## src/brbf_pkg.sv

```systemverilog
// ----------------------------------------------------------------------------
// brbf_pkg
// Shared types and constants of the byte ring buffer FIFO.
// ----------------------------------------------------------------------------
package brbf_pkg;

	localparam int unsigned DEPTH_DEFAULT     = 1024;
	localparam int unsigned MAX_BURST_DEFAULT = 64;
	localparam int unsigned CAP_RESET         = 1024;

	localparam int unsigned CAP_W      = 11;
	localparam int unsigned BYTE_W     = 8;
	localparam int unsigned COUNT_W    = 7;
	localparam int unsigned LEVEL_W    = 10;
	localparam int unsigned IN_DATA_W  = 16;
	localparam int unsigned OUT_DATA_W = 32;

	typedef enum logic [1:0] {
		OP_WRITE  = 2'd0,
		OP_READ   = 2'd1,
		OP_STATUS = 2'd2,
		OP_SPARE  = 2'd3
	} op_t;

	typedef struct packed {
		logic load;
		logic fetch;
		logic cfg_load;
	} brbf_cmd_t;

	typedef struct packed {
		logic burst_start;
		logic burst_more;
	} brbf_sts_t;

endpackage

```

## src/brbf_ctrl.sv

```systemverilog
// ----------------------------------------------------------------------------
// brbf_ctrl
// Sequencer for the byte ring buffer: accept, fetch and present results.
// ----------------------------------------------------------------------------
module brbf_ctrl (
	input  logic               clk,
	input  logic               arst_n,
	input  logic               s_axis_tvalid,
	output logic               s_axis_tready,
	output logic               m_axis_tvalid,
	input  logic               m_axis_tready,
	input  logic               cfg_valid,
	output logic               cfg_ready,
	output brbf_pkg::brbf_cmd_t cmd,
	input  brbf_pkg::brbf_sts_t sts
);

	typedef enum logic [2:0] {
		S_IDLE  = 3'b001,
		S_FETCH = 3'b010,
		S_OUT   = 3'b100
	} state_t;

	state_t state_q;
	state_t state_d;
	logic   accept;

	assign s_axis_tready = (state_q == S_IDLE);
	assign m_axis_tvalid = (state_q == S_OUT);
	assign cfg_ready     = 1'b1;
	assign accept        = s_axis_tvalid && s_axis_tready;

	assign cmd.load     = accept;
	assign cmd.fetch    = (state_q == S_FETCH);
	assign cmd.cfg_load = cfg_valid;

	always_comb begin
		state_d = state_q;
		unique case (state_q)
			S_IDLE: begin
				if (accept) begin
					state_d = sts.burst_start ? S_FETCH : S_OUT;
				end
			end
			S_FETCH: begin
				state_d = S_OUT;
			end
			S_OUT: begin
				if (m_axis_tready) begin
					state_d = sts.burst_more ? S_FETCH : S_IDLE;
				end
			end
			default: begin
				state_d = S_IDLE;
			end
		endcase
	end

	always_ff @(posedge clk or negedge arst_n) begin
		if (!arst_n) begin
			state_q <= S_IDLE;
		end else begin
			state_q <= state_d;
		end
	end

	a_no_overlap: assert property (@(posedge clk) disable iff (!arst_n)
		!(s_axis_tready && m_axis_tvalid))
		else $error("input accepted while a result is pending");

	a_fetch_to_out: assert property (@(posedge clk) disable iff (!arst_n)
		(state_q == S_FETCH) |=> (state_q == S_OUT))
		else $error("fetch not followed by result");

	a_stall_holds: assert property (@(posedge clk) disable iff (!arst_n)
		(m_axis_tvalid && !m_axis_tready) |=> m_axis_tvalid)
		else $error("result dropped while stalled");

endmodule

```

## config.mk

```make
export PLATFORM = sky130hd
export DESIGN_NAME = brbf_ctrl
export DESIGN_NICKNAME = d
export VERILOG_FILES = /design/src/brbf_pkg.sv /design/src/brbf_ctrl.sv
export SDC_FILE = /design/constraint.sdc
export NUM_CORES = 1
export LEC_CHECK = 0
export CELL_PAD_IN_SITES_DETAIL_PLACEMENT = 1
export CELL_PAD_IN_SITES_GLOBAL_PLACEMENT = 2
export CORE_AREA = 2 2 39 41
export DETAILED_ROUTE_END_ITERATION = 7
export DIE_AREA = 0 0 41 43
export DONT_BUFFER_PORTS = 1
export PLACE_DENSITY = 0.53
export SYNTH_ARGS = -nofsm -noshare
export SYNTH_HDL_FRONTEND = slang
export SYNTH_SLANG_ARGS = --single-unit
export TNS_END_PERCENT = 30
```

## constraint.sdc

```tcl
create_clock -name clk -period 2.75 [get_ports clk]
set_input_delay 0.275 -clock clk [delete_from_list [all_inputs] [get_ports clk]]
set_output_delay 0.275 -clock clk [all_outputs]
set_load 0.03 [all_outputs]
```

After elaboration in Yosys (flattened, before gate mapping). Cells that the tools add are included.

Output and inout bits: 6. Input bits: 7. Register bits: 3.

Reductions and logical operators: 2. Muxes and demuxes: 5. Equality and inequality tests: 5.

Operators with widths (count): 2-to-1 mux 3 bit (3); case mux 3 bit (3 select lines) (1); != test 2 x 1 -> 1 bit (second input constant) (2); equality test 3 x 1 -> 1 bit (second input constant) (1); equality test 3 x 2 -> 1 bit (second input constant) (1); equality test 3 bit (second input constant) (1); 2-to-1 mux 2 bit (1); AND reduction 2 bit (1); logical AND 1 bit (1).

Logic depth before layout (Yosys ltp).
Depth in word-level cells: 4. Depth in mapped cells: 2. Mapped depth without buffers: 2.

Least setup slack after synthesis. OpenSTA, ideal clock, no wires.

Path kind: register to output. From: register state_q[0]. To: output port s_axis_tready. Arrival: 1.333 ns. Stages on the path, launching flop included: 2. Slack: 1.142 ns. Path buffers: 0. Cell sequence: dfstp_2 > nor3b_1.

Cells in the longest elaborated chain, start to end: 1.

RTL lines: start: declaration (line brbf_ctrl.sv:24) `state_t state_q;`; start signal: assignment (line brbf_ctrl.sv:63) `state_q <= state_d;`; equality test 3 x 1 -> 1 bit (line brbf_ctrl.sv:28) `assign s_axis_tready = (state_q == S_IDLE);`; end: declaration (line brbf_ctrl.sv:9) `output logic s_axis_tready,`.

Every way passes these cells.

==> Flow_metrics.wiki <==
{| class="wikitable"
! Metric !! Value
|-
| Number of cell rows || 14
|-
| Placer congestion estimate || 0.610
|-
| Die outline height || 43 um
|-
| Global route hottest layer || met2
|-
| Post-Synthesis Cell Area || 243 um^2
|-
| Detailed-route wire length || 544 um
|-
| List of cells traversed by the critical path || nor3b_2
|-
| CTS sink count || 3
|-
| Synth warn || 0
|-
| Share of the clock period used by the worst path || 58.4%
|-
| Post-synth top area share || 20.6%
|-
| RSZ-0062 raised after global routing || false
|-
| Clock latency at the later pin of the worst-skew pair || 0.23 ns
|-
| Largest reg by FF count || state_q
|-
| Main area contributors after synthesis || dfrtp_1 (21%), dfstp_2 (11%), and4bb_1 (10%), nor3b_2 (10%), buf_4 (9.3%)
|-
| Maximum operating frequency || 0.623 GHz
|-
| Critical-path maximum fanout || 9
|-
| Number of CTS-inserted buffers || 3
|-
| DR WL/cell || 13.9 um
|-
| CTS Root Cell || clkbuf_4
|-
| Layout Cells excl Fill || 39
|-
| Overall overflow remaining after global route || 0
|-
| Violation count after the first detailed-routing iteration || 2
|-
| Worst hold path type || in2reg
|-
| Element type at the critical path start || register
|-
| Layout Skew || 0.00376 ns
|-
| Cell class contributing the biggest share of worst-path delay || simple AND/OR/NAND/NOR gates
|-
| Global-route met2 utilization || 11.9%
|-
| Avg Inst Size Synth || 12.1 um^2
|-
| Post-CTS sizing || 0
|-
| Via count of the first global-routing pass || 197
|-
| Clock buffer depth || 2
|-
| Final period demand of the worst path || 1.61 ns
|-
| Flip-flop count of the largest register after layout || 3
|-
| Count of buffers from port buffering || 0
|-
| Total Negative Setup Slacks || 0 ns
|-
| Max-Cap Viols || 0
|-
| DRC violations left || 0
|-
| Fin. Hold Viols || 0
|-
| H-tree lvl count || 1
|-
| Layout-stage area growth over the synthesis result || 17.0%
|-
| Pre-antenna DRT Iters || 2
|-
| Post-synth top area cell || dfrtp_1
|-
| Half-perimeter wire length of the detailed placement result || 430 um
|-
| Dpl cells || 34
|-
| Number of endpoints failing setup at the final stage || 0
|-
| Number of antenna violations at the first check in global routing || 0
|-
| Clock-pin slew reported for the worst setup and hold paths after clock tree synthesis || 0.04 ns
|-
| Starting utilization of the core area || 17.5%
|-
| Delay of the slowest cell on the worst path || 0.63 ns
|-
| Slew at the pin closest to its max-slew limit || 0.677 ns
|-
| Routed vias/inst || 4.44
|-
| Sequential element share of the synthesized area || 31.4%
|-
| Top flop regs || state_q (3)
|-
| Worst Hold Margin || 0.177 ns
|-
| Arrival time of data at the critical path endpoint || 1.33 ns
|-
| Largest net degree at the start of global routing || 10
|-
| Worst Path Class, Setup || reg2out
|-
| Met3 track demand over resource in global routing || 4.19%
|-
| Diodes inserted || 0
|-
| Buffering stage count on the worst path with inverters included || 0
|-
| Yosys reg bits || 3
|-
| Worst rel slew slack || 54.7%
|-
| Result of the run || completed
|-
| Distinct cells, synth || 14
|-
| Final core occ || 20.5%
|-
| Kind of end point of the critical path || primary output
|-
| Share of post-route cells with drive strength above 1 || 43.5%
|-
| Vias after detailed routing || 173
|-
| Power density over cell area || 1100 mW/mm^2
|-
| Wire length of the first global-routing pass || 972 um
|-
| Top-level I/O count || 13
|-
| Required time worst endpoint || 2.48 ns
|-
| Post-layout nets || 31
|-
| Placeable core region || 0.00138 mm^2
|-
| Gate count after technology mapping || 20
|-
| GRT met1 Usage || 9.06%
|-
| Number of nets with antenna violations after routing || 0
|-
| Synthesized Nets || 27
|-
| Worst voltage drop across the vdd grid || 0.295 mV
|-
| Max-slew violations || 0
|-
| Total Die Area || 0.00176 mm^2
|-
| TritonCTS clock tree || yes
|-
| Die width || 41 um
|-
| Overall track demand over capacity in global routing || 8.95%
|-
| Standby leakage power || 0.118 nW
|-
| CP max stage cell || nor3b_2
|}
layer usage:
layer | wire length (um) | vias up | part of all wire [%]
li1 | - | 81 | -
met1 | 187 | 84 | 34
met2 | 305 | 6 | 56
met3 | 37 | 2 | 6.8
met4 | 13 | 0 | 2.4
met5 | 0 | - | 0
cell usage in the layout, fill, tap and decap left out, drive strengths merged:
master / count
clkbuf: 4
and4bb: 4
nor3b: 3
nor4b: 2
dfrtp: 2
nand2b: 1
a211oi: 1
o22a: 1
a211o: 1
conb: 1
dlygate4sd3: 1
buf: 1
dfstp: 1
worst paths after layout:
kind                               start    endpoint  slack (ns)  cells past startpoint
max                           state_q[1]      cmd[1]        1.14                      1
min in group asynchronous         arst_n  state_q[2]        0.29                      1
max in group asynchronous         arst_n  state_q[0]        2.24                      1
min reg2reg                   state_q[0]  state_q[1]        0.83                      2
max reg2reg                   state_q[1]  state_q[2]        1.41                      2
min                        s_axis_tvalid  state_q[2]        0.18                      1
layout make-up:
| type | count | area (um^2) |
|---|---|---|
| Timing Repair Buffer | 2 | 17.5 |
| Sequential cell | 3 | 76.3 |
| Multi-Input combinational cell | 14 | 144 |
| Clock buffer | 4 | 26.3 |
| Tap cell | 16 | 20.0 |
| Fill cell | 163 | 1100 |
repair_timing:
| action | CTS | global route |
|---|---|---|
| buffers inserted | 0 | 0 |
| hold buffers | 1 | 0 |
| hold endpoints to repair | 3 | 0 |
power breakdown:
| group | internal [mW] | switching, mW |
|---|---|---|
| Clock | 0.0544 | 0.0232 |
| Sequential | 0.0652 | 0.0334 |
| Combinational | 0.0658 | 0.0709 |
| Total | 0.185 | 0.128 |
through the flow:
step	worst slack, ns	total power, mW	area (um^2)
2_1_floorplan	1.14	0.214	243
3_3_place_gp	1.43	0.236	248
3_5_place_dp	1.39	0.236	248
4_1_cts	1.13	0.320	284
5_1_grt	1.04	0.338	284
6_report	1.14	0.313	284
synth_stat cells:
master    instances
buf_4             3
and4bb_1          2
dfrtp_1           2
nor3b_2           2
nor4b_1           2
a211o_1           1
a211oi_2          1
and4bb_2          1
and4bb_4          1
conb_1            1
dfstp_2           1
nand2b_1          1
nor3b_1           1
o22a_1            1
logic make-up (layout without fill, tap and decap cells):
logic type / after synthesis / after routing / synth area share [%]
compound gates: 3 / 3 / 12.4
buf+inv: 3 / 6 / 9.28
flops: 3 / 3 / 31.4
other cells: 1 / 1 / 1.54
simple gates: 10 / 10 / 45.4
Note: power is estimated with default switching activity, not from simulation.
